$ cat src/sv/iee_pkg.sv
`timescale 1ns / 1ps
// iee_pkg: shared types, character codes and helpers for the infix expression evaluator
// used by the channel interfaces, the controller, the datapath and the top level

package iee_pkg;

  localparam int DATA_W = 32;
  localparam int SYM_W  = 8;
  localparam int CNT_W  = $clog2(DATA_W);

  // ascii codes the parser cares about
  localparam logic [SYM_W-1:0] CH_PLUS  = 8'h2B;
  localparam logic [SYM_W-1:0] CH_MINUS = 8'h2D;
  localparam logic [SYM_W-1:0] CH_STAR  = 8'h2A;
  localparam logic [SYM_W-1:0] CH_ZERO  = 8'h30;
  localparam logic [SYM_W-1:0] CH_NINE  = 8'h39;
  localparam logic [SYM_W-1:0] CH_SPACE = 8'h20;
  localparam logic [SYM_W-1:0] CH_TAB   = 8'h09;
  localparam logic [SYM_W-1:0] CH_CR    = 8'h0D;

  typedef enum logic [1:0] {
    OP_ADD = 2'd0,
    OP_SUB = 2'd1,
    OP_MUL = 2'd2,
    OP_DIV = 2'd3
  } op_t;

  typedef enum logic [1:0] {
    S_IDLE,
    S_APPLY,
    S_DIV,
    S_EMIT
  } state_t;

  // controller to datapath
  typedef struct packed {
    logic take;         // latch the incoming byte, fold in a digit
    logic apply_arith;  // apply add, subtract or multiply
    logic div_start;    // launch the serial divider
    logic div_commit;   // write back the quotient
    logic emit;         // load the result register and clear the state
  } iee_cmd_t;

  // datapath to controller
  typedef struct packed {
    logic in_close;   // incoming byte closes the current number
    logic last;       // latched byte was the final one
    logic op_is_div;  // pending operator is divide
    logic div_done;   // divider has its quotient
    logic out_free;   // result register can take a new value
  } iee_stat_t;

  function automatic logic is_digit(input logic [SYM_W-1:0] c);
    return (c >= CH_ZERO) && (c <= CH_NINE);
  endfunction

  function automatic logic is_white(input logic [SYM_W-1:0] c);
    return (c == CH_SPACE) || ((c >= CH_TAB) && (c <= CH_CR));
  endfunction

  // operator selected by a closing byte; anything unknown means divide
  function automatic op_t sym_op(input logic [SYM_W-1:0] c);
    op_t op;
    if (c == CH_PLUS) begin
      op = OP_ADD;
    end else if (c == CH_MINUS) begin
      op = OP_SUB;
    end else if (c == CH_STAR) begin
      op = OP_MUL;
    end else begin
      op = OP_DIV;
    end
    return op;
  endfunction

endpackage

$ cat src/sv/iee_in_if.sv
`timescale 1ns / 1ps
// iee_in_if: input byte channel, valid/ready handshake with symbol and end marker
// depends on iee_pkg for field widths

interface iee_in_if;
  import iee_pkg::*;

  logic             valid;
  logic             ready;
  logic [SYM_W-1:0] symbol;
  logic             end_of_expr;

  modport source (output valid, output symbol, output end_of_expr, input ready);
  modport sink   (input valid, input symbol, input end_of_expr, output ready);
endinterface

$ cat src/sv/iee_out_if.sv
`timescale 1ns / 1ps
// iee_out_if: result channel, valid/ready handshake with value and divide-by-zero flag
// depends on iee_pkg for field widths

interface iee_out_if;
  import iee_pkg::*;

  logic                     valid;
  logic                     ready;
  logic signed [DATA_W-1:0] value;
  logic                     div_by_zero;

  modport source (output valid, output value, output div_by_zero, input ready);
  modport sink   (input valid, input value, input div_by_zero, output ready);
endinterface

$ cat src/sv/infix_expression_evaluator_unit.sv
`timescale 1ns / 1ps
// infix_expression_evaluator_unit: evaluates an ascii infix expression with + - * /
// depends on iee_pkg, iee_in_if, iee_out_if, iee_ctrl and iee_dpath
//
// Usage:
//   in_ch takes one ascii byte per transaction together with end_of_expr, which
//   marks the final byte. Digits build a number, white space is skipped, any
//   other byte closes the number and selects the next operator (unknown bytes
//   mean divide). * and / bind tighter than + and -; all arithmetic wraps at
//   32 bits and division truncates toward zero.
//   out_ch carries one transaction per expression: the value and a flag that is
//   set if any division saw a zero divisor (that quotient reads as 0).
// Sequencing:
//   digit and white space bytes are taken directly in the idle state. A closing
//   byte then passes through an apply step for add, subtract and multiply; a
//   pending divide instead waits for the 32 single-bit steps of the serial
//   restoring divider. The final byte adds a step to load the result register,
//   from which the result is presented on out_ch.
// Reset and stalls:
//   reset clears the expression state and drops out_ch.valid. A held result
//   does not block the input; the output side stalls only when a new result
//   is ready while the previous one has not yet been taken.

module infix_expression_evaluator_unit (
  input  logic      clk,
  input  logic      rst_n,
  iee_in_if.sink    in_ch,
  iee_out_if.source out_ch
);
  import iee_pkg::*;

  iee_cmd_t          cmd;
  iee_stat_t         st;
  logic              ctl_in_ready;
  logic              dp_out_valid;
  logic [DATA_W-1:0] dp_out_value;
  logic              dp_out_dz;

  iee_ctrl u_ctrl (
    .clk      (clk),
    .rst_n    (rst_n),
    .in_valid (in_ch.valid),
    .in_ready (ctl_in_ready),
    .st       (st),
    .cmd      (cmd)
  );

  iee_dpath u_dpath (
    .clk             (clk),
    .rst_n           (rst_n),
    .in_symbol       (in_ch.symbol),
    .in_end_of_expr  (in_ch.end_of_expr),
    .out_ready       (out_ch.ready),
    .out_valid       (dp_out_valid),
    .out_value       (dp_out_value),
    .out_div_by_zero (dp_out_dz),
    .cmd             (cmd),
    .st              (st)
  );

  assign in_ch.ready        = ctl_in_ready;
  assign out_ch.valid       = dp_out_valid;
  assign out_ch.value       = dp_out_value;
  assign out_ch.div_by_zero = dp_out_dz;

  // at most one datapath command per cycle
  a_cmd_onehot: assert property (@(posedge clk) disable iff (!rst_n)
    $onehot0({cmd.take, cmd.apply_arith, cmd.div_start, cmd.div_commit, cmd.emit}))
    else $error("more than one datapath command in a cycle");

  // a closing byte stops intake for the next cycle
  a_close_stalls: assert property (@(posedge clk) disable iff (!rst_n)
    (in_ch.valid && in_ch.ready && st.in_close) |=> !in_ch.ready)
    else $error("input accepted while a number is being closed");

  // the divider cannot finish right after it is started
  a_div_latency: assert property (@(posedge clk) disable iff (!rst_n)
    cmd.div_start |=> !st.div_done)
    else $error("divider finished without iterating");

  // an emitted result is presented on the next cycle
  a_emit_valid: assert property (@(posedge clk) disable iff (!rst_n)
    cmd.emit |=> out_ch.valid)
    else $error("emitted result not presented");

endmodule

$ cat src/sv/iee_ctrl.sv
`timescale 1ns / 1ps
// iee_ctrl: sequencing state machine for the evaluator
// depends on iee_pkg for the state enum and the command and status structs

module iee_ctrl (
  input  logic              clk,
  input  logic              rst_n,
  input  logic              in_valid,
  output logic              in_ready,
  input  iee_pkg::iee_stat_t st,
  output iee_pkg::iee_cmd_t  cmd
);
  import iee_pkg::*;

  state_t state_r;
  state_t state_nxt;

  // state register
  always_ff @(posedge clk) begin
    if (!rst_n) begin
      state_r <= S_IDLE;
    end else begin
      state_r <= state_nxt;
    end
  end

  // next state
  always_comb begin
    state_nxt = state_r;
    case (state_r)
      S_IDLE: begin
        if (in_valid && st.in_close) begin
          state_nxt = S_APPLY;
        end
      end
      S_APPLY: begin
        if (st.op_is_div) begin
          state_nxt = S_DIV;
        end else if (st.last) begin
          state_nxt = S_EMIT;
        end else begin
          state_nxt = S_IDLE;
        end
      end
      S_DIV: begin
        if (st.div_done) begin
          state_nxt = st.last ? S_EMIT : S_IDLE;
        end
      end
      S_EMIT: begin
        if (st.out_free) begin
          state_nxt = S_IDLE;
        end
      end
      default: state_nxt = S_IDLE;
    endcase
  end

  // outputs
  always_comb begin
    cmd      = '0;
    in_ready = 1'b0;
    case (state_r)
      S_IDLE: begin
        in_ready = 1'b1;
        cmd.take = in_valid;
      end
      S_APPLY: begin
        cmd.div_start   = st.op_is_div;
        cmd.apply_arith = !st.op_is_div;
      end
      S_DIV: begin
        cmd.div_commit = st.div_done;
      end
      S_EMIT: begin
        cmd.emit = st.out_free;
      end
      default: begin
        cmd = '0;
      end
    endcase
  end

endmodule

$ cat src/sv/iee_div.sv
`timescale 1ns / 1ps
// iee_div: unsigned restoring divider, one quotient bit per cycle
// depends on iee_pkg for the data width

module iee_div (
  input  logic                         clk,
  input  logic                         rst_n,
  input  logic                         start,
  input  logic [iee_pkg::DATA_W-1:0]   num,
  input  logic [iee_pkg::DATA_W-1:0]   den,
  output logic                         done,
  output logic [iee_pkg::DATA_W-1:0]   quo
);
  import iee_pkg::*;

  localparam logic [CNT_W-1:0] LAST_STEP = CNT_W'(DATA_W - 1);

  logic              busy_r;
  logic              done_r;
  logic [CNT_W-1:0]  cnt_r;
  logic [DATA_W-1:0] rem_r;
  logic [DATA_W-1:0] quo_r;
  logic [DATA_W-1:0] den_r;

  logic [DATA_W:0]   shifted;
  logic [DATA_W:0]   diff;
  logic              qbit;

  // one trial subtraction
  always_comb begin
    shifted = {rem_r, quo_r[DATA_W-1]};
    diff    = shifted - {1'b0, den_r};
    qbit    = !diff[DATA_W];
  end

  // iteration control
  always_ff @(posedge clk) begin
    if (!rst_n) begin
      busy_r <= 1'b0;
      done_r <= 1'b0;
      cnt_r  <= '0;
    end else begin
      done_r <= 1'b0;
      if (start) begin
        busy_r <= 1'b1;
        cnt_r  <= '0;
      end else if (busy_r) begin
        cnt_r <= cnt_r + 1'b1;
        if (cnt_r == LAST_STEP) begin
          busy_r <= 1'b0;
          done_r <= 1'b1;
        end
      end
    end
  end

  // remainder and quotient shift registers, numerator bits shift out as quotient bits enter
  always_ff @(posedge clk) begin
    if (start) begin
      rem_r <= '0;
      quo_r <= num;
      den_r <= den;
    end else if (busy_r) begin
      rem_r <= qbit ? diff[DATA_W-1:0] : shifted[DATA_W-1:0];
      quo_r <= {quo_r[DATA_W-2:0], qbit};
    end
  end

  assign done = done_r;
  assign quo  = quo_r;

endmodule

$ cat src/sv/iee_dpath.sv
`timescale 1ns / 1ps
// iee_dpath: accumulator, pending term, running sum, operator and result registers
// depends on iee_pkg and instantiates the serial divider iee_div

module iee_dpath (
  input  logic                        clk,
  input  logic                        rst_n,
  input  logic [iee_pkg::SYM_W-1:0]   in_symbol,
  input  logic                        in_end_of_expr,
  input  logic                        out_ready,
  output logic                        out_valid,
  output logic [iee_pkg::DATA_W-1:0]  out_value,
  output logic                        out_div_by_zero,
  input  iee_pkg::iee_cmd_t            cmd,
  output iee_pkg::iee_stat_t           st
);
  import iee_pkg::*;

  logic [SYM_W-1:0]  symbol_r;
  logic              last_r;
  logic [DATA_W-1:0] accum_r, accum_nxt;
  logic [DATA_W-1:0] term_r, term_nxt;
  logic [DATA_W-1:0] sum_r, sum_nxt;
  op_t               op_r, op_nxt;
  logic              zdiv_r, zdiv_nxt;
  logic              div_neg_r;
  logic              div_zero_r;
  logic              out_valid_r;
  logic [DATA_W-1:0] out_value_r;
  logic              out_dz_r;

  logic [SYM_W-1:0]  digit_off;
  logic [DATA_W-1:0] accum_x10;
  logic [DATA_W-1:0] product;
  logic [DATA_W-1:0] num_mag;
  logic [DATA_W-1:0] den_mag;
  logic              div_done;
  logic [DATA_W-1:0] div_quo;
  logic [DATA_W-1:0] quo_signed;

  // digit fold: accum * 10 as two shifts and an add
  assign digit_off = in_symbol - CH_ZERO;
  assign accum_x10 = {accum_r[DATA_W-4:0], 3'b000} + {accum_r[DATA_W-2:0], 1'b0};

  // multiply for the pending term
  assign product = term_r * accum_r;

  // divider operands as magnitudes, sign restored on commit
  assign num_mag    = term_r[DATA_W-1] ? (-term_r) : term_r;
  assign den_mag    = accum_r[DATA_W-1] ? (-accum_r) : accum_r;
  assign quo_signed = div_zero_r ? '0 : (div_neg_r ? (-div_quo) : div_quo);

  iee_div u_div (
    .clk   (clk),
    .rst_n (rst_n),
    .start (cmd.div_start),
    .num   (num_mag),
    .den   (den_mag),
    .done  (div_done),
    .quo   (div_quo)
  );

  // next values of the expression state
  always_comb begin
    accum_nxt = accum_r;
    term_nxt  = term_r;
    sum_nxt   = sum_r;
    op_nxt    = op_r;
    zdiv_nxt  = zdiv_r;
    if (cmd.take && is_digit(in_symbol)) begin
      accum_nxt = accum_x10 + DATA_W'(digit_off[3:0]);
    end
    if (cmd.apply_arith) begin
      case (op_r)
        OP_ADD: begin
          sum_nxt  = sum_r + term_r;
          term_nxt = accum_r;
        end
        OP_SUB: begin
          sum_nxt  = sum_r + term_r;
          term_nxt = -accum_r;
        end
        OP_MUL: begin
          term_nxt = product;
        end
        default: begin
          term_nxt = term_r;
        end
      endcase
      accum_nxt = '0;
      op_nxt    = sym_op(symbol_r);
    end
    if (cmd.div_commit) begin
      term_nxt  = quo_signed;
      zdiv_nxt  = zdiv_r | div_zero_r;
      accum_nxt = '0;
      op_nxt    = sym_op(symbol_r);
    end
    if (cmd.emit) begin
      accum_nxt = '0;
      term_nxt  = '0;
      sum_nxt   = '0;
      op_nxt    = OP_ADD;
      zdiv_nxt  = 1'b0;
    end
  end

  // expression state
  always_ff @(posedge clk) begin
    if (!rst_n) begin
      accum_r <= '0;
      term_r  <= '0;
      sum_r   <= '0;
      op_r    <= OP_ADD;
      zdiv_r  <= 1'b0;
    end else begin
      accum_r <= accum_nxt;
      term_r  <= term_nxt;
      sum_r   <= sum_nxt;
      op_r    <= op_nxt;
      zdiv_r  <= zdiv_nxt;
    end
  end

  // latched byte and divide sign bookkeeping
  always_ff @(posedge clk) begin
    if (cmd.take) begin
      symbol_r <= in_symbol;
      last_r   <= in_end_of_expr;
    end
    if (cmd.div_start) begin
      div_neg_r  <= term_r[DATA_W-1] ^ accum_r[DATA_W-1];
      div_zero_r <= (accum_r == '0);
    end
  end

  // result register, held until the receiver takes the transaction
  always_ff @(posedge clk) begin
    if (!rst_n) begin
      out_valid_r <= 1'b0;
    end else if (cmd.emit) begin
      out_valid_r <= 1'b1;
    end else if (out_ready) begin
      out_valid_r <= 1'b0;
    end
  end

  always_ff @(posedge clk) begin
    if (cmd.emit) begin
      out_value_r <= sum_r + term_r;
      out_dz_r    <= zdiv_r;
    end
  end

  // status toward the controller
  always_comb begin
    st.in_close  = (!is_digit(in_symbol) && !is_white(in_symbol)) || in_end_of_expr;
    st.last      = last_r;
    st.op_is_div = (op_r == OP_DIV);
    st.div_done  = div_done;
    st.out_free  = !out_valid_r || out_ready;
  end

  assign out_valid       = out_valid_r;
  assign out_value       = out_value_r;
  assign out_div_by_zero = out_dz_r;

endmodule
$ cat src/flat_wrapper.sv
// flat-port wrapper written by rule: the top's interface ports become plain ports
module infix_expression_evaluator_unit_flat import iee_pkg::*;
  (clk, rst_n, in_ch_valid, in_ch_symbol, in_ch_end_of_expr, in_ch_ready, out_ch_valid, out_ch_value, out_ch_div_by_zero, out_ch_ready);
  iee_in_if in_ch_i ();
  iee_out_if out_ch_i ();
  input  logic clk;
  input  logic rst_n;
  input wire logic [$bits(in_ch_i.valid)-1:0] in_ch_valid;
  input wire logic [$bits(in_ch_i.symbol)-1:0] in_ch_symbol;
  input wire logic [$bits(in_ch_i.end_of_expr)-1:0] in_ch_end_of_expr;
  output wire logic [$bits(in_ch_i.ready)-1:0] in_ch_ready;
  output wire logic [$bits(out_ch_i.valid)-1:0] out_ch_valid;
  output wire logic [$bits(out_ch_i.value)-1:0] out_ch_value;
  output wire logic [$bits(out_ch_i.div_by_zero)-1:0] out_ch_div_by_zero;
  input wire logic [$bits(out_ch_i.ready)-1:0] out_ch_ready;
  assign in_ch_i.valid = in_ch_valid;
  assign in_ch_i.symbol = in_ch_symbol;
  assign in_ch_i.end_of_expr = in_ch_end_of_expr;
  assign in_ch_ready = in_ch_i.ready;
  assign out_ch_valid = out_ch_i.valid;
  assign out_ch_value = out_ch_i.value;
  assign out_ch_div_by_zero = out_ch_i.div_by_zero;
  assign out_ch_i.ready = out_ch_ready;
  infix_expression_evaluator_unit u_core (.clk(clk), .rst_n(rst_n), .in_ch(in_ch_i), .out_ch(out_ch_i));
endmodule
$ cat config.mk
export PLATFORM = sky130hd
export DESIGN_NAME = infix_expression_evaluator_unit_flat
export DESIGN_NICKNAME = d
export VERILOG_FILES = /design/src/sv/iee_pkg.sv /design/src/sv/iee_in_if.sv /design/src/sv/iee_out_if.sv /design/src/sv/infix_expression_evaluator_unit.sv /design/src/sv/iee_ctrl.sv /design/src/sv/iee_div.sv /design/src/sv/iee_dpath.sv /design/src/flat_wrapper.sv
export SDC_FILE = /design/constraint.sdc
export NUM_CORES = 2
export LEC_CHECK = 0
export ABC_CLOCK_PERIOD_IN_PS = 6300
export BUFFER_PORTS_ARGS = -buffer_cell sky130_fd_sc_hd__buf_2
export CAP_MARGIN = 20
export CORE_UTILIZATION = 55
export DETAILED_ROUTE_END_ITERATION = 6
export PLACE_DENSITY = 0.85
export SLEW_MARGIN = 20
export SYNTH_ARGS = -nofsm -noshare
export SYNTH_HDL_FRONTEND = slang
export SYNTH_SLANG_ARGS = --single-unit
$ cat constraint.sdc
create_clock -name clk -period 6.3 [get_ports clk]
set_input_delay 0.315 -clock clk [delete_from_list [all_inputs] [get_ports clk]]
set_output_delay 0.315 -clock clk [all_outputs]
set_load 0.005 [all_outputs]
==> results <==
- VDD sags by at most 0.256 mV.
- The number of top-level pins is 48.
- The overall routing resource usage is 34.0%.
- The tool flagged a number of max-cap violations equal to 0.
- The via count of the first global-routing pass is 29800.
- The overall power of the completed layout is 5.24 mW.
- In this run the tightest slew margin relative to its limit is 24.3%.
- The critical path starts at u_core.u_dpath.accum_r[4]$_SDFFE_PP0P_.
- The flip-flop cell with the highest count after synthesis is dfxtp_1.
- In the routed design, unresolved DRC markers number 0.
- The sum of buffers and inverters on the critical path is 13.
- In this run the standard cell core region covers 58900 µm².
- The cell chosen for the clock root is clkbuf_16.
- The cell family contributing the most delay on the critical path is adder cells.
- The area growth from synthesis to layout is 17.0%.
- The checks that failed: setup timing.
- Yosys instantiated no cell more often than nand2_1.
- The sort of element at the end of the critical path is a flop.
- The number of cell instances on the worst register-to-register path is 30.
- Summed over all layers, the global routing overflow is 0.
- The worst hold-check path type is primary input to flop.
- Counting stages on the worst path, the most repeated cell is buf_6.
- The largest total area in the synthesized netlist belongs to fa_1.
- For the finished layout, the period the worst path requires is 7.02 ns.
- The detailed router placed 29400 vias in this run.
- The critical path is of the flop to flop type.
- For the worst setup path, the data required time is 6.80 ns.
- The clock arrives with 0.0435 ns of skew.
- Synthesis handed over a netlist of 3753 instances.
- By area the synthesized netlist is led by fa_1 25%, edfxtp_1 9.9%, ha_1 9.7%.
- The buffer levels on the longest clock path is 3.
- The final hold slack is 0.0618 ns.
- In this run, synthesis inferred 108 flip-flops with an integrated enable.
- The startpoint of the most critical register-to-register path is u_core.u_dpath.accum_r[4]$_SDFFE_PP0P_.
- After synthesis, flip-flops and latches occupy 18.5% of the total area.
- The overall die width is 246 µm.
- The final-report max-slew violation count is 0.
- The detailed-route wire length per cell is 21.8 µm.
- For this run, the slowest stage of the critical path takes 0.54 ns.
- The placed wire-length estimate after detailed placement is 78.2 mm.
- The worst register-to-register path has a setup slack of -0.72 ns.
- CTS built an H-tree with a depth of 1.
- Setup repair after global routing could not meet its margin everywhere.
- The maximum operating frequency is 0.142 GHz.
- The kind of launch point of the worst setup path is a flop.
- The initial utilization of the core area, before any placement, comes to 55.6%.
- The flip-flop and latch area is 6150 µm².
- The critical path depth in cells is 30.
- The later pin in the worst-skew pair is clocked with a latency of 0.61 ns.
- In this run the tool buffered the top-level ports with 47 buffer cells.
- The initial antenna violation count is 3.
- The overall routed net length is 104 mm.
- The weighted congestion reported at the end of routability-driven placement is 1.05.
- The floorplan has 89 rows.
- The first TritonRoute pass finished after 7 iterations.
- The count of different cell masters after synthesis is 77.
- The static leakage is 17.6 nW.
- The cell at the slowest stage of the critical path is fa_2.
- Each instance of the synthesized netlist takes up on average 8.73 µm².
- For this run, the post-layout net count is 4644.
- The synthesized net count is 4431.
- TritonCTS built the clock tree.
- The flow ran to the end, but the final reports show violations.
- The worst reg2reg path endpoint is u_core.u_dpath.term_r[26]$_SDFFE_PP0P_.
- The clock sink count is 249.
- Following the worst setup path forward leads to its endpoint at u_core.u_dpath.term_r[26]$_SDFFE_PP0P_.
- The fraction of post-synthesis cell area in the top cell type by area is 25.2%.
- The share of the clock period used by the worst path is 112%.
- After detailed routing, the number of vias per cell comes to 6.18.
- Counting tap cells, the placed design contains a total of 4658 instances.
- The final worst-path setup slack is -0.725 ns.
- The largest net degree at the start of global routing is 102.
- The die is 246 µm tall.
- The arrival time reported for the critical path endpoint is 7.52 ns.
- The global-route wire length before repair is 160 mm.
- The count of non-filler cells in the finished layout is 4766.
- The final-layout fill cell count is 4339.
- The multi-input combinational cells in the finished layout cover a total of 25100 µm².
- Of all nets on the critical path, the largest fanout is 4.
- The floorplan step defined a die boundary enclosing 60600 µm².
- The violation count after the first detailed-route iteration is 3554.
- In this run, CTS created clock tree buffers numbering 29.
- The count of warnings emitted by yosys is 0.
- The commonest cells after synthesis are 464 x nand2_1, 460 x inv_1, 412 x fa_1, 296 x and2_1, 253 x ha_1.
- Power spread over the standard cell area amounts to 137 nW/µm².
- After clock tree synthesis, the clock-pin slew on the worst setup and hold paths is 0.06 ns.
- Counting flops with an async set or reset pin after synthesis yields a share of 0%.
- The measured slew at the worst slew-check pin is 1.13 ns.
- Setup violations remaining at the end of the flow were counted as 23.
- The fraction of final layout cells with drive strength greater than 1 is 16.9%.
- The count of nets left with antenna violations once routing finished came out at 0.
- The final hold violation count is 0.
- The post-synthesis sequential element count is 249.
- After synthesis the cells add up to 32800 µm².
cells in the final DEF (no fill, tap or decap), types with 108 or more instances in the layout:
master / n
a21oi_1: 157
and2_1: 281
edfxtp_1: 108
fa_1: 386
nor2_1: 157
dfxtp_1: 109
nand2_1: 461
buf_4: 283
inv_1: 442
ha_1: 235
xnor2_1: 149
o21ai_0: 181
metal layers:
layer	wire length, µm	up-vias	track usage (%)	share of wire [%]
met4	7830	2	21.0	7.5
met5	16	-	0	0.015
met1	37500	14300	41.2	36
li1	-	12800	-	-
met3	11400	560	7.64	11
met2	47400	1810	54.8	46
per-stage QoR:
step | utilization (%) | area (µm²) | setup TNS, ns | setup WS [ns]
floorplan | - | 33200 | -1.24 | -0.279
global placement | 61.0 | 35900 | -9.32 | -0.828
detailed placement | 61.0 | 35900 | -10.94 | -0.896
CTS | 64.3 | 37900 | -7.13 | -0.543
global route | 65.1 | 38300 | -13.96 | -0.804
finish | 65.1 | 38300 | -10.99 | -0.725
cells by family after synthesis:
group | synth area share [%]
and+or+nand+nor | 17.9
buffers and inverters | 7.82
AOI/OAI and AO/OA | 13.4
DFF | 18.5
adders and majority gates | 34.8
muxes | 1.04
xor gates and xnor gates | 6.56
state kept, by name (all words and copies together), names as in the netlist, 8 cells and up:
register and flops:
u_core.u_dpath.u_div.quo 32, u_core.u_dpath.term_r 32, u_core.u_dpath.symbol_r 8, u_core.u_dpath.u_div.den_r 32
u_core.u_dpath.accum_r 32, u_core.u_dpath.u_div.rem_r 32, u_core.u_dpath.out_value 32, u_core.u_dpath.sum_r 32
how the worst min path moves through the flow:
stage / slack, ns / cells after the start / from / end
after CTS: 0.05 / 3 / rst_n / u_core.u_ctrl.state_r[0]$_SDFFE_PN0P_
after floorplan: 0.41 / 0 / u_core.u_dpath.zdiv_r$_SDFFE_PP0P_ / u_core.u_dpath.out_div_by_zero$_DFFE_PP_
after global routing: 0.08 / 1 / in_ch_symbol[3] / u_core.u_dpath.symbol_r[3]$_DFFE_PP_
after global placement: 0.43 / 2 / u_core.u_dpath.sum_r[30]$_SDFFE_PP0P_ / u_core.u_dpath.sum_r[30]$_SDFFE_PP0P_
after detailed placement: 0.43 / 0 / u_core.u_dpath.zdiv_r$_SDFFE_PP0P_ / u_core.u_dpath.out_div_by_zero$_DFFE_PP_
final: 0.06 / 3 / rst_n / u_core.u_ctrl.state_r[0]$_SDFFE_PN0P_
what timing repair did:
item	4_1_cts	5_1_grt
gates resized for setup	186	84
buffers inserted	28	19
pin swaps	123	57
hold endpoints to repair	6	0
setup endpoints to repair	23	24
hold buffers	6	0
cloned	1	1
where the power goes:
group,leakage (nW),switching [mW],total [mW],internal [mW]
registers,2.12,0.146,1.97,1.82
clock network,0.460,0.774,1.69,0.920
logic,15.0,0.971,1.58,0.610
total,17.6,1.89,5.24,3.35
tightest hold or removal path, cell delays in order:
cell and delay, ns:
buf_2 0.16, nand2_1 0.10, a21oi_1 0.04
cell type report:
cell class / count / area share, %
Antenna cell: 4 / 0.0261
Clock inverter: 15 / 0.287
Multi-Input combinational cell: 2822 / 65.5
Timing Repair Buffer: 402 / 8.95
Clock buffer: 39 / 2.13
Inverter: 462 / 4.53
Sequential cell: 249 / 16.1
Tap cell: 773 / 2.52
Power figures use the tool's default switching activity.
